[src/rtl/hex_code_line_parser_defines.svh]
// Assertion macros for the hex code line parser.
// Needs nothing else; included by the modules that check themselves.
`ifndef HEX_CODE_LINE_PARSER_DEFINES_SVH
`define HEX_CODE_LINE_PARSER_DEFINES_SVH

// Plain property, checked at each rising edge outside reset.
`define HCL_ASSERT(name, clk, rst_n, prop, msg) \
  name: assert property (@(posedge clk) disable iff (!rst_n) (prop)) else $error(msg);

// Same-cycle implication.
`define HCL_ASSERT_IMP(name, clk, rst_n, ante, cons, msg) \
  name: assert property (@(posedge clk) disable iff (!rst_n) (ante) |-> (cons)) else $error(msg);

// Next-cycle implication.
`define HCL_ASSERT_NXT(name, clk, rst_n, ante, cons, msg) \
  name: assert property (@(posedge clk) disable iff (!rst_n) (ante) |=> (cons)) else $error(msg);

`endif

[src/rtl/hcl_pkg.sv]
// Shared types, character codes and the hex digit decoder of the line parser.
// No dependencies.
`default_nettype none

package hcl_pkg;

  localparam int LineCapDefault = 64;

  typedef logic [7:0]  byte_t;
  typedef logic [31:0] code_t;
  typedef logic [3:0]  digits_t;
  typedef logic [5:0]  len_t;

  localparam byte_t ChUpperL = 8'h4C;
  localparam byte_t ChUpperC = 8'h43;
  localparam byte_t ChLowerL = 8'h6C;
  localparam byte_t ChLowerC = 8'h63;
  localparam byte_t ChColon  = 8'h3A;
  localparam byte_t ChCr     = 8'h0D;
  localparam byte_t ChLf     = 8'h0A;

  localparam int PrefixLen  = 3;
  localparam int MinDigits  = 6;
  localparam int MaxDigits  = 8;

  typedef struct packed {
    logic       ok;
    logic [3:0] val;
  } hex_dig_t;

  function automatic hex_dig_t hex_digit(input byte_t c);
    hex_dig_t r;
    r.ok  = 1'b1;
    r.val = 4'h0;
    if (c inside {[8'h30:8'h39]}) begin
      r.val = c[3:0];
    end else if (c inside {[8'h41:8'h46], [8'h61:8'h66]}) begin
      r.val = 4'(c[2:0] + 3'd1) + 4'd8;
    end else begin
      r.ok = 1'b0;
    end
    return r;
  endfunction

endpackage

`default_nettype wire

[src/rtl/hcl_rx_if.sv]
// Byte input channel of the line parser: valid, ready and one received byte.
// Depends on hcl_pkg.
`default_nettype none

interface hcl_rx_if
  import hcl_pkg::*;
();
  logic  valid;
  logic  ready;
  byte_t rx_byte;

  modport source (output valid, output rx_byte, input ready);
  modport sink   (input valid, input rx_byte, output ready);
endinterface

`default_nettype wire

[src/rtl/hcl_res_if.sv]
// Result channel of the line parser: valid, ready and one line report.
// Depends on hcl_pkg.
`default_nettype none

interface hcl_res_if
  import hcl_pkg::*;
();
  logic    valid;
  logic    ready;
  logic    frame_valid;
  code_t   code_value;
  digits_t digit_count;
  len_t    line_length;

  modport source (output valid, output frame_valid, output code_value,
                  output digit_count, output line_length, input ready);
  modport sink   (input valid, input frame_valid, input code_value,
                  input digit_count, input line_length, output ready);
endinterface

`default_nettype wire

[src/rtl/hex_code_line_parser.sv]
// Hex code line parser top level: checks "LC:" frames byte by byte.
// Depends on hcl_pkg, hcl_rx_if, hcl_res_if and hex_code_line_parser_defines.svh.
//
// Usage:
//   rx_i carries one received byte per beat. CR or LF ends a line; a line
//   with at least one stored character yields one beat on res_o, an empty
//   line yields none. Up to LINE_CAP-1 characters are kept per line, the
//   rest are dropped. A line is a valid frame when it reads "LC:" or "lc:"
//   followed by 6 to 8 hex digits and nothing more.
//   Throughput: one byte per cycle while rx_i.ready is high. The line state is updated in
//   the accepting cycle, and the report of a finished line sits in the
//   result register from the cycle after the CR/LF beat on, with res_o.valid
//   high.
//   Stall: while a report waits and res_o.ready is low, rx_i.ready drops;
//   it stays high whenever the result register is empty or being drained,
//   so bytes keep flowing under a receiver that takes every beat.
//   Reset (rst_ni low, asynchronous): line state cleared, no report pending.
`default_nettype none
`include "hex_code_line_parser_defines.svh"

module hex_code_line_parser
  import hcl_pkg::*;
#(
  parameter int LINE_CAP = LineCapDefault
) (
  input  wire logic clk_i,
  input  wire logic rst_ni,
  hcl_rx_if.sink    rx_i,
  hcl_res_if.source res_o
);

  localparam int CntW = $clog2(LINE_CAP);
  localparam int ExtW = (CntW > 6) ? CntW : 6;

  typedef enum logic [1:0] {
    PFX_NONE  = 2'd0,
    PFX_UPPER = 2'd1,
    PFX_LOWER = 2'd2
  } pfx_e;

  logic [CntW-1:0] line_cnt_q, line_cnt_d;
  pfx_e            pfx_q, pfx_d;
  logic            hex_bad_q, hex_bad_d;
  code_t           hex_val_q, hex_val_d;

  logic    out_valid_q;
  logic    frame_valid_q, frame_valid_d;
  code_t   code_q, code_d;
  digits_t digits_q, digits_d;
  len_t    len_q, len_d;

  logic            in_beat, is_eol, emit, store;
  logic [ExtW-1:0] cnt_ext, cnt_less_pfx;
  hex_dig_t        dig;

  assign rx_i.ready = !out_valid_q || res_o.ready;
  assign in_beat    = rx_i.valid && rx_i.ready;
  assign is_eol     = (rx_i.rx_byte == ChCr) || (rx_i.rx_byte == ChLf);
  assign cnt_ext    = ExtW'(line_cnt_q);
  assign cnt_less_pfx = cnt_ext - ExtW'(PrefixLen);
  assign emit       = in_beat && is_eol && (line_cnt_q != '0);
  assign store      = in_beat && !is_eol && (line_cnt_q < CntW'(LINE_CAP - 1));
  assign dig        = hex_digit(rx_i.rx_byte);

  always_comb begin
    line_cnt_d    = line_cnt_q;
    pfx_d         = pfx_q;
    hex_bad_d     = hex_bad_q;
    hex_val_d     = hex_val_q;
    frame_valid_d = (pfx_q != PFX_NONE) && !hex_bad_q
                    && (cnt_ext >= ExtW'(PrefixLen + MinDigits))
                    && (cnt_ext <= ExtW'(PrefixLen + MaxDigits));
    code_d        = frame_valid_d ? hex_val_q : '0;
    digits_d      = frame_valid_d ? cnt_less_pfx[3:0] : '0;
    len_d         = cnt_ext[5:0];
    if (in_beat && is_eol) begin
      line_cnt_d = '0;
      pfx_d      = PFX_NONE;
      hex_bad_d  = 1'b0;
      hex_val_d  = '0;
    end else if (store) begin
      line_cnt_d = line_cnt_q + 1'b1;
      if (line_cnt_q == CntW'(0)) begin
        if (rx_i.rx_byte == ChUpperL) begin
          pfx_d = PFX_UPPER;
        end else if (rx_i.rx_byte == ChLowerL) begin
          pfx_d = PFX_LOWER;
        end else begin
          pfx_d = PFX_NONE;
        end
      end else if (line_cnt_q == CntW'(1)) begin
        if (!((pfx_q == PFX_UPPER && rx_i.rx_byte == ChUpperC) ||
              (pfx_q == PFX_LOWER && rx_i.rx_byte == ChLowerC))) begin
          pfx_d = PFX_NONE;
        end
      end else if (line_cnt_q == CntW'(2)) begin
        if (rx_i.rx_byte != ChColon) begin
          pfx_d = PFX_NONE;
        end
      end else if (dig.ok) begin
        hex_val_d = {hex_val_q[27:0], dig.val};
      end else begin
        hex_bad_d = 1'b1;
      end
    end
  end

  always_ff @(posedge clk_i or negedge rst_ni) begin
    if (!rst_ni) begin
      line_cnt_q  <= '0;
      pfx_q       <= PFX_NONE;
      hex_bad_q   <= 1'b0;
      hex_val_q   <= '0;
      out_valid_q <= 1'b0;
    end else begin
      line_cnt_q <= line_cnt_d;
      pfx_q      <= pfx_d;
      hex_bad_q  <= hex_bad_d;
      hex_val_q  <= hex_val_d;
      if (emit) begin
        out_valid_q <= 1'b1;
      end else if (res_o.ready) begin
        out_valid_q <= 1'b0;
      end
    end
  end

  always_ff @(posedge clk_i) begin
    if (emit) begin
      frame_valid_q <= frame_valid_d;
      code_q        <= code_d;
      digits_q      <= digits_d;
      len_q         <= len_d;
    end
  end

  assign res_o.valid       = out_valid_q;
  assign res_o.frame_valid = frame_valid_q;
  assign res_o.code_value  = code_q;
  assign res_o.digit_count = digits_q;
  assign res_o.line_length = len_q;

  `HCL_ASSERT(a_cnt_cap, clk_i, rst_ni, line_cnt_q <= CntW'(LINE_CAP - 1), "line count past cap")
  `HCL_ASSERT_IMP(a_bad_zero, clk_i, rst_ni, out_valid_q && !frame_valid_q, code_q == '0 && digits_q == '0, "invalid frame carries data")
  `HCL_ASSERT_IMP(a_good_len, clk_i, rst_ni, out_valid_q && frame_valid_q, (digits_q == 4'd6 || digits_q == 4'd7 || digits_q == 4'd8) && (len_q == 6'(digits_q) + 6'(PrefixLen)), "valid frame length mismatch")
  `HCL_ASSERT_NXT(a_emit, clk_i, rst_ni, emit, out_valid_q && line_cnt_q == '0, "line end lost")

endmodule

`default_nettype wire

[src/flat_wrapper.sv]
// flat-port wrapper written by rule: the top's interface ports become plain ports
module hex_code_line_parser_flat import hcl_pkg::*;
#(
  parameter int LINE_CAP = LineCapDefault
)
  (clk_i, rst_ni, rx_i_valid, rx_i_rx_byte, rx_i_ready, res_o_valid, res_o_frame_valid, res_o_code_value, res_o_digit_count, res_o_line_length, res_o_ready);
  hcl_rx_if rx_i_i ();
  hcl_res_if res_o_i ();
  input  wire logic clk_i;
  input  wire logic rst_ni;
  input wire logic [$bits(rx_i_i.valid)-1:0] rx_i_valid;
  input wire logic [$bits(rx_i_i.rx_byte)-1:0] rx_i_rx_byte;
  output wire logic [$bits(rx_i_i.ready)-1:0] rx_i_ready;
  output wire logic [$bits(res_o_i.valid)-1:0] res_o_valid;
  output wire logic [$bits(res_o_i.frame_valid)-1:0] res_o_frame_valid;
  output wire logic [$bits(res_o_i.code_value)-1:0] res_o_code_value;
  output wire logic [$bits(res_o_i.digit_count)-1:0] res_o_digit_count;
  output wire logic [$bits(res_o_i.line_length)-1:0] res_o_line_length;
  input wire logic [$bits(res_o_i.ready)-1:0] res_o_ready;
  assign rx_i_i.valid = rx_i_valid;
  assign rx_i_i.rx_byte = rx_i_rx_byte;
  assign rx_i_ready = rx_i_i.ready;
  assign res_o_valid = res_o_i.valid;
  assign res_o_frame_valid = res_o_i.frame_valid;
  assign res_o_code_value = res_o_i.code_value;
  assign res_o_digit_count = res_o_i.digit_count;
  assign res_o_line_length = res_o_i.line_length;
  assign res_o_i.ready = res_o_ready;
  hex_code_line_parser #(.LINE_CAP(LINE_CAP)) u_core (.clk_i(clk_i), .rst_ni(rst_ni), .rx_i(rx_i_i), .res_o(res_o_i));
endmodule
[config.mk]
export PLATFORM = sky130hd
export DESIGN_NAME = hex_code_line_parser_flat
export DESIGN_NICKNAME = d
export VERILOG_FILES = /design/src/rtl/hcl_pkg.sv /design/src/rtl/hcl_rx_if.sv /design/src/rtl/hcl_res_if.sv /design/src/rtl/hex_code_line_parser.sv /design/src/flat_wrapper.sv
export VERILOG_INCLUDE_DIRS = /design/src /design/src/rtl
export SDC_FILE = /design/constraint.sdc
export NUM_CORES = 1
export LEC_CHECK = 0
export CAP_MARGIN = 20
export CORE_AREA = 10 10 137 139
export DETAILED_ROUTE_END_ITERATION = 12
export DIE_AREA = 0 0 147 149
export DONT_BUFFER_PORTS = 1
export GPL_TIMING_DRIVEN = 0
export HOLD_SLACK_MARGIN = 0.15
export PLACE_DENSITY = 0.41
export SYNTH_ARGS = -nofsm -noshare
export SYNTH_HDL_FRONTEND = slang
export SYNTH_SLANG_ARGS = --single-unit
[constraint.sdc]
create_clock -name clk_i -period 2.4 [get_ports clk_i]
set_clock_uncertainty 0.1 [all_clocks]
set_input_delay 0.24 -clock clk_i [delete_from_list [all_inputs] [get_ports clk_i]]
set_output_delay 0.24 -clock clk_i [all_outputs]
set_load 0.03 [all_outputs]
==> results.md <==
- Fillers: 1634
- Clock Pin Slew Worst Setup and Hold Paths: 0.06 ns
- Placer Congestion: 0.7782
- Multi-input logic area: 1466 µm²
- CORE AREA: 16170 µm²
- Final WL: 9832 µm
- Port bufs: 0
- Slew headroom: 49.97%
- Slew Limit Fails: 0
- DP HPWL: 6812 µm
- Final setup violation count: 0
- CP Class: reg2reg
- Post-layout util: 29.32%
- Gr usage total: 9.188%
- Boundary Pins: 57
- Worst slew pin tran: 0.7504 ns
- Design area: 4742 µm²
- CP max stage cell: or4_4
- Post-synth EDFFs: 43
- Register bit total from synthesis: 85
- Largest area contributor in the netlist: edfxtp_1
- Starting Density: 24.48%
- Synth Area in Compound Gates: 10.59%
- Most common cell in the netlist: edfxtp_1
- Via count: 2549
- CP arrival: 2.35 ns
- Clock latency on the worst-skew pair: 0.34 ns
- Worst vdd ir: 367.0 µV
- Post-synth top flop: edfxtp_1
- Synth top area share: 32.62%
- Largest net degree at the start of global routing: 43
- # DRC: 0
- Clk sinks: 85
- Num rows: 47
- Overall power: 4.267 mW
- Router iterations before antenna repair: 5
- Top delay family on crit path: simple AND/OR/NAND/NOR gates
- Post-Syn Instances: 327
- Fin crit share: 93.86%
- CTS Buf Count: 9
- Mux share of post-synthesis cell area: 5.341%
- Detail Route Antenna Nets: 0
- Global route overflow: 0
- Main combinational cell family by area after synthesis: simple AND/OR/NAND/NOR gates
- Synth-to-Final Area Change: 19.79%
- Reg area: 2344 µm²
- TritonCTS clock tree: built
- Synthesized area per cell: 12.11 µm²
- Clk root buf: clkbuf_16
- Wire per inst: 17.07 µm
- Mapped Nets: 348
- Vias per cell: 4.425
- Post-layout net count: 372
- Async S/R FF share, synth: 49.41%
- Yosys cell types: 50
- Worst Hold Class: in2reg
- Max cap viols: 0
- Initial antenna violation count: 0
- Ratio of cells with drive above 1 in the final layout: 14.33%
- Synth Area in XOR/XNOR: 1.106%
- Synthesis Warnings: 0
- Leak: 1.944 nW
- Crit path buffers/inverters: 3
- Area of the die: 21900 µm²
- Min Tclk post-route: 2.253 ns
- Pwr dens: 899.8 nW/µm²
- Final Hold Viols: 1
- Die Height: 149 µm
- Startpoint types: register
- CP peak stage delay: 0.56 ns
- WP data required: 2.50 ns
- Top post-synthesis cells by area: edfxtp_1 33%, dfrtp_1 27%, and2_1 5.5%
- Failing checks: negative hold slack
- Status: finished with violations
- 1st-iter DRT viols: 203
- Post-synth top cells: 43 x edfxtp_1, 42 x dfrtp_1, 35 x and2_1
- CTS Hold Buffers Added: 6
- Fmax: 443.9 MHz
- Critical-path cell list: buf_2, or4_4, nor2_2, nor2_2, clkbuf_4, buf_2, o311ai_0, o31ai_1
- Worst-path fanout max: 10
- Ant diodes: 0
- Vias in the first global route: 2665
- Post-Synth Adder-Cell Area: 2.845%
- Wire length of the first global-routing pass: 15560 µm
- Register area share after synthesis: 59.17%
- CP endpoint kind: register
- Simple-Gate Fraction of Synth Area: 15.90%
- Die Width: 147 µm
- Bufs on Longest Clock Path: 2
- Reg2Reg Setup Slack: 0.15 ns
- Placed cell areas: 4240 µm²
- WHS: -0.06100 ns
- H-tree Lvls: 3
- Synthesized area: 3959 µm²
[cell usage in the layout (no fill, tap or decap), types with 4 or more instances in the layout]
| cell | instances |
|---|---|
| edfxtp_1 | 43 |
| dfrtp_1 | 41 |
| and2_1 | 35 |
| nand2_1 | 29 |
| inv_1 | 23 |
| mux2i_1 | 20 |
| o311ai_0 | 15 |
| o31ai_1 | 13 |
| nand3_1 | 11 |
| nor2_1 | 10 |
| ha_1 | 9 |
| clkbuf_16 | 9 |
| clkbuf_1 | 8 |
| buf_2 | 6 |
| clkinvlp_4 | 5 |
| dlygate4sd3_1 | 5 |
| xnor2_1 | 4 |
[repair_timing]
item,CTS,global route
setup endpoints to repair,75,93
buffers inserted,4,0
gates cloned,3,0
pin swaps,1,1
endpoints found under the hold margin,47,1
gates resized for setup,9,14
[path summary, 6_finish.rpt]
kind	cells past startpoint	startpoint	to
max in group asynchronous	2	rst_ni	u_core.cnt_ext[0]
min in group asynchronous	2	rst_ni	u_core.hex_val_q[11]
worst min-delay path	2	rx_i_rx_byte[0]	u_core.hex_val_q[0]
worst max-delay path	8	u_core.cnt_ext[2]	u_core.hex_val_q[22]
worst min register to register	0	u_core.cnt_ext[2]	u_core.res_o.line_length[2]
worst max register to register	8	u_core.cnt_ext[2]	u_core.hex_val_q[22]
[final cells by class]
cell class,count,area share (%)
multi-input cells,198,30.92
inverters,24,1.979
clock buffers,11,4.908
well taps,220,5.805
plain buffers,20,2.586
repair inverters,3,0.4749
flip-flops and latches,85,49.42
clock inverters,5,1.108
repair buffers,10,2.797
[state kept, by name (all words and copies together), names as in the netlist]
name                      cells
u_core.hex_val_q             32
u_core.res_o.code_value      32
u_core.cnt_ext                6
u_core.res_o.line_length      6
u_core.res_o.digit_count      4
u_core.pfx_q                  2
u_core.hex_bad_q              1
u_core.res_o.frame_valid      1
u_core.res_o.valid            1
[per-layer routing]
layer	GRT usage, %	vias up	share of wire [%]
li1	-	1228	-
met1	11.68	1258	47
met2	14.45	56	48
met3	2.518	7	4.4
met4	3.865	0	1.3
met5	0	-	0
[stage by stage]
stage | setup WS (ns) | setup TNS [ns] | hold WS (ns) | cells
floorplan | 0.03055 | 0 | -0.1556 | 327
global placement | -0.6622 | -37.90 | -0.1524 | 547
detailed placement | -0.7427 | -39.78 | -0.1522 | 547
CTS | 0.01728 | 0 | -0.06933 | 576
global route | -0.001146 | -0.001146 | -0.05666 | 576
finish | 0.1474 | 0 | -0.06100 | 576
[power by group]
part	internal (mW)	switching, mW	total, mW
Clock	0.801	0.550	1.35
Sequential	1.84	0.234	2.08
Combinational	0.366	0.470	0.836
[cells by family after synthesis]
family                   after synthesis
buffers and inverters                 44
adder cells (fa/ha/maj)                9
XOR/XNOR                               5
multiplexers                          21
AND/OR/NAND/NOR                      111
AO/OA/AOI/OAI                         52
flip-flops                            85
Note: power is estimated with default switching activity, not from simulation.
